==> config.mk <==
export PLATFORM = sky130hd
export DESIGN_NAME = x86_64_instruction_encoder_top
export DESIGN_NICKNAME = d
export VERILOG_FILES = /design/src/sv/x86enc_pkg.sv /design/src/sv/x86enc_le_shift.sv /design/src/sv/x86_64_instruction_encoder_top.sv
export SDC_FILE = /design/constraint.sdc
export NUM_CORES = 1
export LEC_CHECK = 0
export BUFFER_PORTS_ARGS = -buffer_cell sky130_fd_sc_hd__buf_2
export CORE_MARGIN = 2
export CORE_UTILIZATION = 45
export CTS_BUF_LIST = sky130_fd_sc_hd__clkbuf_8
export DETAILED_ROUTE_END_ITERATION = 12
export PLACE_DENSITY_LB_ADDON = 0.08
export SETUP_SLACK_MARGIN = 0.2
export SLEW_MARGIN = 20
export SYNTH_ARGS = -nofsm -noshare
export SYNTH_HDL_FRONTEND = slang
export SYNTH_SLANG_ARGS = --single-unit
==> constraint.sdc <==
create_clock -name aclk -period 4.8 [get_ports aclk]
set_input_delay 0.96 -clock aclk [delete_from_list [all_inputs] [get_ports aclk]]
set_output_delay 0.96 -clock aclk [all_outputs]
set_load 0.01 [all_outputs]
==> src/sv/x86enc_pkg.sv <==
// Shared types and constants for the x86-64 instruction byte encoder.
package x86enc_pkg;

    // header byte slots, emitted lowest index first
    localparam int HDR_W = 9;
    localparam logic [3:0] HDR_FS    = 4'd0;
    localparam logic [3:0] HDR_GS    = 4'd1;
    localparam logic [3:0] HDR_OPSZ  = 4'd2;
    localparam logic [3:0] HDR_ADSZ  = 4'd3;
    localparam logic [3:0] HDR_REX   = 4'd4;
    localparam logic [3:0] HDR_ESC   = 4'd5;
    localparam logic [3:0] HDR_OPC   = 4'd6;
    localparam logic [3:0] HDR_MODRM = 4'd7;
    localparam logic [3:0] HDR_SIB   = 4'd8;

    localparam logic [7:0] BYTE_FS   = 8'h64;
    localparam logic [7:0] BYTE_GS   = 8'h65;
    localparam logic [7:0] BYTE_OPSZ = 8'h66;
    localparam logic [7:0] BYTE_ADSZ = 8'h67;
    localparam logic [7:0] BYTE_REX  = 8'h40;
    localparam logic [7:0] BYTE_ESC  = 8'h0F;

    typedef struct packed {
        logic load;
        logic shift;
    } le_ctl_t;

    // byte count of a displacement or immediate size code; codes four and above all give eight bytes
    function automatic logic [3:0] field_bytes(input logic [2:0] code);
        logic [3:0] n;
        unique case (code)
            3'd0:    n = 4'd0;
            3'd1:    n = 4'd1;
            3'd2:    n = 4'd2;
            3'd3:    n = 4'd4;
            default: n = 4'd8;
        endcase
        return n;
    endfunction

endpackage

==> src/sv/x86enc_le_shift.sv <==
// Little-endian byte shift register for a displacement or immediate field.
module x86enc_le_shift
    import x86enc_pkg::*;
(
    input  logic        aclk,
    input  logic        aresetn,
    input  le_ctl_t     ctl,
    input  logic [63:0] load_value,
    input  logic [2:0]  load_size,
    output logic [7:0]  byte_out,
    output logic [3:0]  cnt_out
);

    logic [63:0] data_reg, data_next;
    logic [3:0]  cnt_reg, cnt_next;

    always_comb begin
        data_next = data_reg;
        cnt_next  = cnt_reg;
        if (ctl.load) begin
            data_next = load_value;
            cnt_next  = field_bytes(load_size);
        end else if (ctl.shift) begin
            data_next = {8'h00, data_reg[63:8]};
            cnt_next  = cnt_reg - 4'd1;
        end
    end

    always_ff @(posedge aclk) begin
        if (!aresetn) begin
            cnt_reg <= 4'd0;
        end else begin
            cnt_reg <= cnt_next;
        end
    end

    always_ff @(posedge aclk) begin
        data_reg <= data_next;
    end

    assign byte_out = data_reg[7:0];
    assign cnt_out  = cnt_reg;

    shift_only_when_nonempty: assert property (@(posedge aclk) disable iff (!aresetn)
        ctl.shift && !ctl.load |-> cnt_reg != 4'd0)
        else $error("field shifted with no bytes left");

    load_count_bounded: assert property (@(posedge aclk) disable iff (!aresetn)
        ctl.load |=> cnt_reg <= 4'd8)
        else $error("field byte count out of range");

    shift_decrements: assert property (@(posedge aclk) disable iff (!aresetn)
        ctl.shift && !ctl.load |=> cnt_reg == $past(cnt_reg) - 4'd1)
        else $error("field byte count did not step down");

endmodule

==> src/sv/x86_64_instruction_encoder_top.sv <==
// Top level: x86-64 instruction encoder, one machine-code byte per output transfer.
// The input transfer loads hdr_reg and the field registers; each byte is then registered into m_out_byte.
// Output: one byte per cycle while m_ready stays high, 1 to 25 bytes per instruction.
// The input is not ready again until the byte sequencer has issued the last byte of the instruction.
// Displacement and immediate: 64-bit shift registers, one byte a cycle unless stalled.
// Reset (aresetn low, synchronous) clears the sequencer and output valid; no data is kept.
module x86_64_instruction_encoder_top
    import x86enc_pkg::*;
(
    input  logic        aclk,
    input  logic        aresetn,
    input  logic        s_valid,
    output logic        s_ready,
    input  logic [9:0]  s_prefix_flags,
    input  logic [7:0]  s_opcode_byte,
    input  logic        s_modrm_present,
    input  logic [1:0]  s_mod_field,
    input  logic [2:0]  s_reg_field,
    input  logic [2:0]  s_rm_field,
    input  logic        s_sib_present,
    input  logic [7:0]  s_sib_fields,
    input  logic [2:0]  s_disp_size,
    input  logic [63:0] s_displacement,
    input  logic [2:0]  s_imm_size,
    input  logic [63:0] s_immediate,
    output logic        m_valid,
    input  logic        m_ready,
    output logic [7:0]  m_out_byte,
    output logic        m_last_byte
);

    logic [HDR_W-1:0] hdr_reg, hdr_next;
    logic [7:0]       rex_reg, opc_reg, modrm_reg, sib_reg;
    logic             m_valid_reg, m_valid_next;
    logic [7:0]       m_out_byte_reg, m_out_byte_next;
    logic             m_last_byte_reg, m_last_byte_next;

    le_ctl_t          disp_ctl, imm_ctl;
    logic [7:0]       disp_byte, imm_byte;
    logic [3:0]       disp_cnt, imm_cnt;

    logic             busy, accept, gen;
    logic [3:0]       sel;
    logic [HDR_W-1:0] hdr_rest;
    logic [7:0]       hdr_byte;

    assign busy    = (hdr_reg != '0) || (disp_cnt != 4'd0) || (imm_cnt != 4'd0);
    assign s_ready = !busy;
    assign accept  = s_valid && s_ready;
    assign gen     = busy && (!m_valid_reg || m_ready);

    // lowest pending header slot goes out first
    always_comb begin
        sel = HDR_OPC;
        for (int i = HDR_W - 1; i >= 0; i--) begin
            if (hdr_reg[i]) begin
                sel = 4'(i);
            end
        end
    end

    assign hdr_rest = hdr_reg & ~(HDR_W'(1) << sel);

    always_comb begin
        unique case (sel)
            HDR_FS:    hdr_byte = BYTE_FS;
            HDR_GS:    hdr_byte = BYTE_GS;
            HDR_OPSZ:  hdr_byte = BYTE_OPSZ;
            HDR_ADSZ:  hdr_byte = BYTE_ADSZ;
            HDR_REX:   hdr_byte = rex_reg;
            HDR_ESC:   hdr_byte = BYTE_ESC;
            HDR_OPC:   hdr_byte = opc_reg;
            HDR_MODRM: hdr_byte = modrm_reg;
            HDR_SIB:   hdr_byte = sib_reg;
            default:   hdr_byte = opc_reg;
        endcase
    end

    always_comb begin
        hdr_next         = hdr_reg;
        m_valid_next     = m_valid_reg;
        m_out_byte_next  = m_out_byte_reg;
        m_last_byte_next = m_last_byte_reg;
        disp_ctl         = '{load: accept, shift: 1'b0};
        imm_ctl          = '{load: accept, shift: 1'b0};

        if (m_valid_reg && m_ready) begin
            m_valid_next = 1'b0;
        end

        if (accept) begin
            hdr_next = {s_sib_present, s_modrm_present, 1'b1, s_prefix_flags[9],
                        |s_prefix_flags[8:4], s_prefix_flags[3:0]};
        end else if (gen) begin
            m_valid_next = 1'b1;
            priority if (hdr_reg != '0) begin
                hdr_next         = hdr_rest;
                m_out_byte_next  = hdr_byte;
                m_last_byte_next = (hdr_rest == '0) && (disp_cnt == 4'd0)
                                   && (imm_cnt == 4'd0);
            end else if (disp_cnt != 4'd0) begin
                disp_ctl.shift   = 1'b1;
                m_out_byte_next  = disp_byte;
                m_last_byte_next = (disp_cnt == 4'd1) && (imm_cnt == 4'd0);
            end else begin
                imm_ctl.shift    = 1'b1;
                m_out_byte_next  = imm_byte;
                m_last_byte_next = (imm_cnt == 4'd1);
            end
        end
    end

    always_ff @(posedge aclk) begin
        if (!aresetn) begin
            hdr_reg     <= '0;
            m_valid_reg <= 1'b0;
        end else begin
            hdr_reg     <= hdr_next;
            m_valid_reg <= m_valid_next;
        end
    end

    always_ff @(posedge aclk) begin
        m_out_byte_reg  <= m_out_byte_next;
        m_last_byte_reg <= m_last_byte_next;
        if (accept) begin
            rex_reg   <= BYTE_REX | {4'h0, s_prefix_flags[7:4]};
            opc_reg   <= s_opcode_byte;
            modrm_reg <= {s_mod_field, s_reg_field, s_rm_field};
            sib_reg   <= s_sib_fields;
        end
    end

    x86enc_le_shift u_disp (
        .aclk       (aclk),
        .aresetn    (aresetn),
        .ctl        (disp_ctl),
        .load_value (s_displacement),
        .load_size  (s_disp_size),
        .byte_out   (disp_byte),
        .cnt_out    (disp_cnt)
    );

    x86enc_le_shift u_imm (
        .aclk       (aclk),
        .aresetn    (aresetn),
        .ctl        (imm_ctl),
        .load_value (s_immediate),
        .load_size  (s_imm_size),
        .byte_out   (imm_byte),
        .cnt_out    (imm_cnt)
    );

    assign m_valid     = m_valid_reg;
    assign m_out_byte  = m_out_byte_reg;
    assign m_last_byte = m_last_byte_reg;

    opcode_queued_on_transfer: assert property (@(posedge aclk) disable iff (!aresetn)
        accept |=> hdr_reg[HDR_OPC])
        else $error("opcode slot not pending after input transfer");

    last_byte_ends_item: assert property (@(posedge aclk) disable iff (!aresetn)
        gen && m_last_byte_next |=> !busy)
        else $error("sequencer still busy after last byte");

    busy_starts_on_transfer: assert property (@(posedge aclk) disable iff (!aresetn)
        $rose(busy) |-> $past(accept))
        else $error("sequencer started without an input transfer");

    no_gen_over_held_byte: assert property (@(posedge aclk) disable iff (!aresetn)
        m_valid_reg && !m_ready |=> $stable(m_out_byte_reg) && $stable(m_last_byte_reg))
        else $error("held output byte overwritten");

endmodule

==> summary.md <==
| Metric | Value |
|---|---|
| GP Congestion | 0.8348 |
| Worst Hold Class | reg2reg |
| Slew headroom | 39.70% |
| I/O Buffers | 184 |
| Maximum vdd ir drop | 441.2 uV |
| Syn avg cell area | 10.58 sq um |
| R2R Path Start | u_imm.cnt_out[2] |
| Drt initial violations | 502 |
| Root Buffer | clkbuf_8 |
| CP Max Fanout | 30 |
| Initial antenna violation count | 0 |
| Worst Setup Slack, final | 1161 ps |
| Global-route wire length before repair | 29.92 mm |
| CTS max path bufs | 2 |
| Worst endpoint required time | 3840 ps |
| Hold Path End | u_imm.data_reg[2] |
| Die Span Y | 138.1 um |
| Crit. End Element | output pin |
| HPWL after DPL | 12.77 mm |
| PostCTS Resize Cnt | 0 |
| Worst-Skew Late Latency | 460 ps |
| CTS Buf Count | 17 |
| Register area share after synthesis | 65.70% |
| TNS Setup | 0 ps |
| Async set or reset register ratio after synthesis | 0% |
| Startpoint class of the critical path | flip-flop |
| Starting density of the core | 45.50% |
| Synth cell count leaders | nand2_1, edfxtp_1, and3_1, clkbuf_1, buf_2 |
| Reg2Reg Setup Slack | 1490 ps |
| Crit path from | hdr_reg[0] |
| Hold Path Stages | 2 |
| Total number of vias | 5,946 |
| Row cnt | 49 |
| Top_reg_cell synth | edfxtp_1 |
| Most numerous cell in the Yosys netlist | nand2_1 |
| TritonRoute pass-1 iters | 5 |
| Yosys top cell by area | edfxtp_1 |
| Fin nets | 1,109 |
| GRT overflow | 0 |
| PwrDens | 835.7 nW/um^2 |
| Synth area leaders | edfxtp_1, nand2_1, dfxtp_1 |
| #FFs+latches synth | 183 |
| Top cell type's share of synthesized area | 61.24% |
| Crit path kind | reg2out |
| Synth warnings | 0 |
| P&R area growth vs syn | 18.45% |
| Yosys cell types | 57 |
| Ant diodes | 0 |
| Largest net degree at the start of global routing | 86 |
| Reg2Reg Depth | 6 |
| Clock Skew | 10.87 ps |
| Critical Path Slowest Stage Cell | nor4_2 |
| Die Wd | 138.1 um |
| Vias in the first global route | 5,894 |
| CTS H-tree depth | 4 |
| Tcrit/Tclk final | 75.81% |
| Routed WL | 18.60 mm |
| Total Routing Usage GR | 19.80% |
| RSZ-0062 raised after global routing | no |
| Filler cells | 1,684 |
| Worst Min Path Start | u_imm.data_reg[10] |
| Post-Synthesis Cells | 765 |
| Layout cells sized above 1 | 25.21% |
| Top-Level Pins | 185 |
| Post-synth EDFFs | 165 |
| Core ar. | 17,780 sq um |
| Status | completed |
| Max-cap violations | 0 |
| WP data arrival | 2680 ps |
| Clock sinks | 183 |
| Die ar. | 19,070 sq um |
| Pleak | 4.197 nW |
| DRC | 0 |
| Minimum clock period | 3639 ps |
| Max-slew violations | 0 |
| CTS tree | built |
| Worst hold slack | 516.6 ps |
| Max Fclk | 274.8 MHz |
| Setup-failing EPs final | 0 |
| Crit path largest cell delay | 500 ps |
| WL per Instance | 15.86 um |
| Post-CTS Setup Bufs | 0 |
| Worst path cell trace | nor4_2 > and3_1 > buf_4 > and2_1 > buf_2 |
| Syn Std Cell Area | 8090 sq um |
| Endpoints failing hold | 0 |
| Via-to-Cell Ratio | 5.069 |
| CTS hold repair buffers | 0 |
| Worst R2R End | u_disp.data_reg[15] |
| Clock-pin slew on the worst setup and hold paths | 90 ps |
| Placement Setup Slack | 1183 ps |
| Pin slew with the least headroom to its limit | 904.5 ps |
| Syn nets | 943 |
| Post-DRT Antenna Nets | 0 |
## metal layers
metal	wire length, um	track usage, %	vias to the layer above	share of wire (%)
met5	0	0	-	0
met4	274	5.854	0	1.5
met3	1013	4.953	17	5.4
met2	8992	32.00	172	48
met1	8322	26.71	2794	45
li1	-	-	2963	-
## stage by stage
step	power [W]	instances	cell area [sq um]	util, %
4_1_cts	0.008099	1173	9583	53.90
5_1_grt	0.008661	1173	9583	53.90
3_3_place_gp	0.006896	1141	9170	51.58
6_report	0.008008	1173	9583	53.90
3_5_place_dp	0.006999	1141	9170	51.58
2_1_floorplan	0.006039	765	8090	-
## cells in the final DEF, fill, tap and decap left out, drive strengths merged, types with 3 or more instances in the layout
master and count:
or4 3, a221oi 5, nor2 12, nand3 8, a21oi 20, nand2 354
buf 191, a22oi 3, edfxtp 165, nor3 8, ha 4, a31oi 3
clkinv 6, bufinv 3, a211oi 4, and3 24, or2 3, inv 13
nor4 4, o31ai 5, mux2i 11, o22ai 4, dfxtp 18, nor2b 3
o21ai 20, clkbuf 17, nor3b 4
## how the worst max path moves through the flow
stage	slack, ps	depth (start not counted)	to
after floorplan	1170	6	u_imm.data_reg[0]
after global placement	1320	6	u_disp.data_reg[11]
after detailed placement	1180	6	u_disp.data_reg[5]
after CTS	1120	5	s_ready
after global routing	970	5	s_ready
final	1160	5	s_ready
## final cells by class
class | instances | area (sq um) | area share [%]
Sequential cell | 183 | 5315 | 55.46
Multi-Input combinational cell | 529 | 2546 | 26.57
Timing Repair Buffer | 191 | 985.9 | 10.29
Tap cell | 229 | 286.5 | 2.990
Clock buffer | 17 | 234.0 | 2.442
Clock inverter | 15 | 178.9 | 1.867
Inverter | 9 | 36.28 | 0.3786
## logic make-up after synthesis
kind of cell / count (synthesis) / share of synthesized area [%]
xor+xnor: 4 / 0.4331
flops: 183 / 65.70
fa+ha+maj: 5 / 0.7424
simple gates: 434 / 22.70
mux: 13 / 1.639
buf+inv: 53 / 2.954
compound gates: 73 / 5.831
## report_power, final
part	internal, W	switching (W)	leakage (nW)
combinational	0.00110	0.00237	2.28
clock	0.000519	0.000570	0.209
sequential	0.00319	0.000266	1.71
total	0.00481	0.00320	4.20
## critical path, delay by kind of cell, from the launching register on
family	cells	cell delay (ps)
buffers and inverters	2	560
flip-flops	1	390
AND/OR/NAND/NOR	3	1250
Note: power is estimated with default switching activity, not from simulation.
